--- config.mk ---
export PLATFORM = sky130hd
export DESIGN_NAME = ultrasonic_echo_ranging
export DESIGN_NICKNAME = d
export VERILOG_FILES = /design/src/sv/uer_pkg.sv /design/src/sv/ultrasonic_echo_ranging.sv
export SDC_FILE = /design/constraint.sdc
export NUM_CORES = 1
export LEC_CHECK = 0
export BUFFER_PORTS_ARGS = -buffer_cell sky130_fd_sc_hd__buf_4
export CORE_ASPECT_RATIO = 0.8
export CORE_MARGIN = 2
export CORE_UTILIZATION = 45
export CTS_CLUSTER_SIZE = 14
export DETAILED_ROUTE_END_ITERATION = 8
export GPL_TIMING_DRIVEN = 0
export PLACE_DENSITY = 0.62
export SETUP_SLACK_MARGIN = 0.4
export SKIP_LAST_GASP = 1
export SLEW_MARGIN = 20
export SYNTH_ARGS = -nofsm -noshare
export SYNTH_HDL_FRONTEND = slang
export SYNTH_SLANG_ARGS = --single-unit
--- constraint.sdc ---
create_clock -name clk -period 10 [get_ports clk]
set_clock_uncertainty 0.05 [all_clocks]
set_input_delay 2.5 -clock clk [delete_from_list [all_inputs] [get_ports clk]]
set_output_delay 2.5 -clock clk [all_outputs]
set_load 0.02 [all_outputs]
--- src/sv/uer_pkg.sv ---
// Package for the ultrasonic echo ranging timer: request and result types,
// phase codes, register indexes, reset values and the divide-by-58 constants.
// No dependencies.
package uer_pkg;

	typedef struct packed {
		logic start_req;
		logic echo_level;
	} uer_in_t;

	typedef struct packed {
		logic        trigger_level;
		logic        busy_res;
		logic        done_res;
		logic [10:0] range_cm;
		logic [1:0]  status;
	} uer_out_t;

	localparam int CfgDataW = 16;
	localparam int CfgIdxW  = 3;

	localparam logic [CfgIdxW-1:0] REG_SETTLE_LOW  = 3'd0;
	localparam logic [CfgIdxW-1:0] REG_TRIGGER_HI  = 3'd1;
	localparam logic [CfgIdxW-1:0] REG_TIMEOUT     = 3'd2;
	localparam logic [CfgIdxW-1:0] REG_ECHO_MIN    = 3'd3;
	localparam logic [CfgIdxW-1:0] REG_ECHO_MAX    = 3'd4;

	localparam logic [7:0]  RST_SETTLE_LOW = 8'd2;
	localparam logic [7:0]  RST_TRIGGER_HI = 8'd10;
	localparam logic [15:0] RST_TIMEOUT    = 16'd30000;
	localparam logic [15:0] RST_ECHO_MIN   = 16'd116;
	localparam logic [15:0] RST_ECHO_MAX   = 16'd23200;

	localparam logic [1:0] PH_IDLE   = 2'd0;
	localparam logic [1:0] PH_SETTLE = 2'd1;
	localparam logic [1:0] PH_HIGH   = 2'd2;
	localparam logic [1:0] PH_WAIT   = 2'd3;

	localparam logic [1:0] ST_VALID   = 2'd0;
	localparam logic [1:0] ST_TIMEOUT = 2'd1;
	localparam logic [1:0] ST_RANGE   = 2'd2;

	// w / 58 == (w * ceil(2^22 / 58)) >> 22, exact for any 16-bit w
	localparam int          DivShift = 22;
	localparam logic [16:0] DIV58_MUL = 17'd72316;

	localparam logic [15:0] CNT_MAX = 16'hFFFF;

endpackage

--- src/sv/ultrasonic_echo_ranging.sv ---
// Ultrasonic echo ranging timer: one request per microsecond tick, one result each.
// The result of a request is registered and appears in the cycle after it is accepted.
// Throughput: one request per cycle; the input stalls only while a result waits.
// Reset: phase idle, counters and echo tracking cleared, registers at defaults.
// Depends on uer_pkg.
module ultrasonic_echo_ranging (
	input  logic                          clk,
	input  logic                          arst_n,
	input  logic                          cfg_wr_en,
	input  logic [uer_pkg::CfgIdxW-1:0]   cfg_index,
	input  logic [uer_pkg::CfgDataW-1:0]  cfg_data,
	input  logic                          in_valid,
	output logic                          in_stall,
	input  uer_pkg::uer_in_t              in_data,
	output logic                          out_valid,
	input  logic                          out_stall,
	output uer_pkg::uer_out_t             out_data
);
	import uer_pkg::*;

	logic [7:0]  settle_low_q;
	logic [7:0]  trigger_high_q;
	logic [15:0] timeout_q;
	logic [15:0] echo_min_q;
	logic [15:0] echo_max_q;

	logic [1:0]  phase_q, phase_n;
	logic [15:0] count_q, count_n;
	logic        active_q, active_n;
	logic        ready_q, ready_n;
	logic        prev_q;
	logic [15:0] width_q, width_n;

	logic        out_valid_q;
	uer_out_t    out_data_s1;
	uer_out_t    res;

	logic        accept;
	logic [15:0] count_inc;
	logic [32:0] prod;

	assign in_stall  = out_valid_q & out_stall;
	assign accept    = in_valid & ~in_stall;
	assign out_valid = out_valid_q;
	assign out_data  = out_data_s1;

	assign count_inc = (count_q < CNT_MAX) ? count_q + 16'd1 : count_q;
	assign prod      = {17'd0, width_n} * {16'd0, DIV58_MUL};

	always_ff @(posedge clk or negedge arst_n) begin
		if (!arst_n) begin
			settle_low_q   <= RST_SETTLE_LOW;
			trigger_high_q <= RST_TRIGGER_HI;
			timeout_q      <= RST_TIMEOUT;
			echo_min_q     <= RST_ECHO_MIN;
			echo_max_q     <= RST_ECHO_MAX;
		end else if (cfg_wr_en) begin
			case (cfg_index)
				REG_SETTLE_LOW: settle_low_q   <= cfg_data[7:0];
				REG_TRIGGER_HI: trigger_high_q <= cfg_data[7:0];
				REG_TIMEOUT:    timeout_q      <= cfg_data;
				REG_ECHO_MIN:   echo_min_q     <= cfg_data;
				REG_ECHO_MAX:   echo_max_q     <= cfg_data;
				default: ;
			endcase
		end
	end

	always_comb begin
		width_n  = (active_q && width_q < CNT_MAX) ? width_q + 16'd1 : width_q;
		active_n = active_q;
		ready_n  = ready_q;
		if (in_data.echo_level && !prev_q) begin
			active_n = 1'b1;
			ready_n  = 1'b0;
			width_n  = '0;
		end else if (!in_data.echo_level && prev_q && active_q) begin
			active_n = 1'b0;
			ready_n  = 1'b1;
		end

		phase_n = phase_q;
		count_n = count_q;
		res     = '0;

		case (phase_q)
			PH_IDLE: begin
				if (in_data.start_req) begin
					active_n = 1'b0;
					ready_n  = 1'b0;
					count_n  = 16'd1;
					phase_n  = (settle_low_q == 8'd0) ? PH_HIGH : PH_SETTLE;
				end
			end
			PH_SETTLE: begin
				if (count_q >= {8'd0, settle_low_q}) begin
					phase_n = PH_HIGH;
					count_n = 16'd1;
				end else begin
					count_n = count_inc;
				end
			end
			PH_HIGH: begin
				if (count_q >= {8'd0, trigger_high_q}) begin
					phase_n = PH_WAIT;
					count_n = '0;
				end else begin
					count_n = count_inc;
				end
			end
			PH_WAIT: begin
				if (ready_n) begin
					res.done_res = 1'b1;
					if (width_n < echo_min_q || width_n > echo_max_q)
						res.status = ST_RANGE;
					else
						res.range_cm = prod[DivShift+10:DivShift];
				end else begin
					count_n = count_inc;
					if (count_inc > timeout_q) begin
						res.done_res = 1'b1;
						res.status   = ST_TIMEOUT;
					end
				end
				if (res.done_res) begin
					phase_n = PH_IDLE;
					count_n = '0;
				end
			end
			default: ;
		endcase

		res.trigger_level = (phase_n == PH_HIGH);
		res.busy_res      = (phase_n != PH_IDLE);
	end

	always_ff @(posedge clk or negedge arst_n) begin
		if (!arst_n) begin
			phase_q     <= PH_IDLE;
			count_q     <= '0;
			active_q    <= 1'b0;
			ready_q     <= 1'b0;
			prev_q      <= 1'b0;
			width_q     <= '0;
			out_valid_q <= 1'b0;
		end else begin
			if (accept) begin
				phase_q  <= phase_n;
				count_q  <= count_n;
				active_q <= active_n;
				ready_q  <= ready_n;
				prev_q   <= in_data.echo_level;
				width_q  <= width_n;
			end
			if (accept)
				out_valid_q <= 1'b1;
			else if (!out_stall)
				out_valid_q <= 1'b0;
		end
	end

	always_ff @(posedge clk) begin
		if (accept)
			out_data_s1 <= res;
	end

endmodule
==> results <==
- The worst hold-check path type is register to register.
- Along the worst hold path, the cell count comes to 1.
- After floorplanning, the core was divided into 51 placement rows.
- The H-tree generated during clock tree synthesis spans 4 levels.
- The latest clock arrival within the worst-skew pair is around 0.42 ns.
- After layout, the design draws a total of around 2300 uW.
- The signal arrival time at the worst endpoint is 9.30 ns.
- The clock period could shrink to 9.08 ns.
- The area of placed instances is 11900 sq um.
- The worst register-to-register path has a setup slack of approximately 1.2 ns.
- The combined buffer and inverter count along the critical path is 6.
- The count of vias placed by the detailed router is 8309.
- In the final design database the tool counted 1527 nets.
- The per-cell routed wire length is 17.0 um.
- The wire-length estimate of the detail-placed layout is 21200 um.
- The first global-routing pass estimated roughly 44000 um of wire.
- The top cell types in the final layout, fill and taps aside, are sky130_fd_sc_hd__inv_1, sky130_fd_sc_hd__ha_1, sky130_fd_sc_hd__nand2_1.
- The number of DRC violations after detailed routing is 0.
- The count of flip-flops with a built-in enable after synthesis is 16.
- The weighted congestion reported at the end of routability-driven placement is roughly 0.9.
- The run finished with clean final reports.
- The final global-route overflow total is 0.
- The analysis attributes to cell leakage a power of about 0.0066 uW.
- The total placed cells including tap cells is ~1500.
- TritonCTS built the clock tree.
- The post-route setup TNS is 0 ns.
- The worst-case IR drop observed on VDD is 0.000200 V.
- The register bit total from synthesis is 118.
- The via count normalized by instance count is 5.28.
- The DRC marker count from the first detailed-route iteration is 466.
- The core footprint is between 20000 and 25000 sq um.
- The number of global-route vias before repair was 8390.
- After clock tree synthesis, the clock-pin slew on the worst setup and hold paths is 0.06 ns.
- For this design the ratio of total power to cell area is 187 nW/um^2.
- After layout, the worst path uses 90.8% of the clock period.
- The hold violation total from the final report was 0.
- The number of buffers added on ports is 43.
- STA classifies the critical path startpoint as a primary input.
- The worst register-to-register path ends at out_data[12].
- The largest net degree at the start of global routing is 103.
- The count of warnings emitted by yosys is 0.
- The tree built by TritonCTS fans out to 118 sinks.
- The final number of setup-violating endpoints is 0.
- The number of clock buffers inserted by TritonCTS is 17.
- The cell count after synthesis came out at around 1200.
- From bottom edge to top edge, the die measures 145 um.
- The layout overhead on the synthesized area is 11.6%.
- The worst setup path is captured at a register.
- The number of top-level pins is 44.
- The total count of max-transition violations in the final report is 0.
- The first detailed-routing pass took 5 iterations.
- For hold timing, the worst endpoint is echo_min_q[10].
- The critical path goes through buf_4 -> nor2b_1 -> buf_2 -> nor2_2 -> mux2i_1 -> inv_1 -> fa_1 -> inv_1 -> fa_1 -> fa_1 -> fa_1 -> inv_1 -> fa_1 -> inv_1 -> ha_1 -> nand4_1 -> a2111oi_0 -> o211ai_1 -> o211ai_1 -> o21a_1 -> o21a_1 -> nor2_1 -> or3_1 -> a21oi_1.
- The top cell family by delay on the critical path is adder cells.
- For the pin with the worst max-slew slack, the measured transition is 0.981 ns.
- The share of cells above drive strength 1 is 11.6%.
- In this run the most critical hold path is launched from echo_min_q[10].
- The number of nets in the synthesized netlist is around 1500.
- The critical path in this run is classified as primary input to register.
- The average instance in the mapped netlist occupies 9.51 sq um.
- The first element of the critical path is in_data[0].
- Based on the critical path, the design can be clocked at up to between 100 and 150 MHz.
- The number of routed nets with antenna violations is 0.
- For this block, the routed nets add up to 26800 um of wire.
- The number of library cell types mapped by synthesis is 66.
- For this configuration, the core starts out at a cell density of 45.9%.
- Counting the fill cells in the layout gives 2277.
- The number of max-cap violations is 0.
- The data required time of the worst path is 10.22 ns.
- The floorplan step set the die width to approximately 180 um.
- The cell area after synthesis is 11200 sq um.
- The leading cell type in the layout, fill and taps excluded is sky130_fd_sc_hd__inv_1.
- The quantity of hold-fixing buffers added after cts is 0.
- The reg-to-reg critical path startpoint is width_q[0].
- Counting cells, the worst reg-to-reg path comes to 28.
- The most used flip-flop cell after synthesis is sky130_fd_sc_hd__dfrtp_1.
- The die footprint is 26200 sq um.
- The worst pin sits at a relative slew slack of 34.6%.
- The number of buffers on the longest clock path is 2.
- After routing the design area is 12500 sq um.
- Among the stages of the critical path, the cell type that occurs most often is sky130_fd_sc_hd__fa_1.
- For this run, the slowest stage of the critical path takes 0.62 ns.
- Clock tree synthesis selected as its root buffer the cell sky130_fd_sc_hd__clkbuf_16.
- The slowest stage cell on the critical path is sky130_fd_sc_hd__a2111oi_0.
- The initial antenna violation count came to 0.
- Of all nets on the critical path, the largest fanout is 11.
- Setup repair after global routing left no endpoint under its margin.
- The non-filler instance count after layout is 1573.
- The share of synthesized area occupied by flip-flops and latches is 27.3%.
- The share of flip-flops with an asynchronous set or reset after synthesis is between 80 and 90%.
- The global routing usage summed across all routing layers is 21.3%.
-- cell type report --
cell class                 instances  area [sq um]  area share (%)
antenna                            1          2.50          0.0200
multi-input combinational        830          7280            58.1
clock buffer                      17           425            3.40
tap                              318           398            3.18
sequential                       118          3060            24.4
inverter                         207           779            6.23
timing repair buffer              43           327            2.61
buffer                            24           104           0.830
clock inverter                    15           146            1.17
-- cell families (layout without fill, tap and decap cells) --
kind of cell / count (synthesis) / count (layout) / synth area share [%]
AND/OR/NAND/NOR: 284 / 284 / 12.5
other: 0 / 1 / 0
AO/OA/AOI/OAI: 221 / 221 / 12.5
flip-flops: 118 / 118 / 27.3
adder cells (fa/ha/maj): 262 / 262 / 34.5
XOR/XNOR: 39 / 39 / 3.05
multiplexers: 24 / 24 / 2.37
buffers and inverters: 231 / 306 / 7.87
-- per-layer routing --
layer / routed length (um) / global-route usage (%)
met4: 204 / 3.67
met3: 1430 / 3.54
met5: 0 / 0
met2: 11400 / 32.1
met1: 13800 / 32.6
-- synth_stat cells (all sizes together) (11+ instances only) --
| cell type | instances | area share, % |
|---|---|---|
| dfrtp | 82 | 18 |
| inv | 207 | 7.0 |
| a21o | 22 | 1.5 |
| o21ai | 92 | 4.1 |
| nand3 | 18 | 0.80 |
| o21a | 11 | 0.74 |
| dfstp | 20 | 4.7 |
| xor2 | 21 | 1.6 |
| nand2 | 120 | 4.0 |
| clkbuf | 18 | 0.60 |
| nor2 | 41 | 1.4 |
| nand4 | 19 | 1.1 |
| ha | 181 | 20 |
| xnor2 | 18 | 1.4 |
| mux2 | 20 | 2.0 |
| nor3 | 19 | 1.0 |
| nor2b | 13 | 0.73 |
| a22o | 12 | 0.94 |
| fa | 79 | 14 |
| a21oi | 36 | 1.6 |
| edfxtp | 16 | 4.3 |
-- registers in the layout, indices dropped and copies added (netlist names) --
signal / flops
trigger_high_q: 8
prev_q: 1
echo_min_q: 16
timeout_q: 16
ready_q: 1
active_q: 1
width_q: 16
phase_q: 2
out_data: 16
count_q: 16
out_valid: 1
echo_max_q: 16
settle_low_q: 8
-- stage by stage --
step / utilization (%) / setup slack [ns] / hold slack [ns]
final: 51.2 / 0.918 / 0.453
after global routing: 51.2 / 0.494 / 0.461
after CTS: 51.2 / 0.577 / 0.459
after detailed placement: 48.8 / 0.169 / 0.446
after global placement: 48.8 / 0.170 / 0.439
after floorplan: - / 1.38 / 0.422
-- repair_timing --
action,CTS,global route
endpoints found under the setup margin,0,3
resized for setup,0,2
hold endpoints to repair,0,0
setup buffers,0,0
-- worst max-delay path by stage --
stage,slack [ns],endpoint,cells after the start
after CTS,0.58,out_data[12],24
after floorplan,1.38,out_data[7],22
final,0.92,out_data[12],24
after global placement,0.17,out_data[12],24
after detailed placement,0.17,out_data[12],24
after global routing,0.49,out_data[7],25
-- where the power goes --
group | leakage (uW) | total [uW] | switching [uW] | internal [uW]
combinational | 0.00496 | 1110 | 658 | 452
clock | 0.000269 | 592 | 245 | 347
sequential | 0.00141 | 633 | 55.3 | 578
total | 0.00664 | 2340 | 959 | 1380
(Power assumes the default switching activity.)
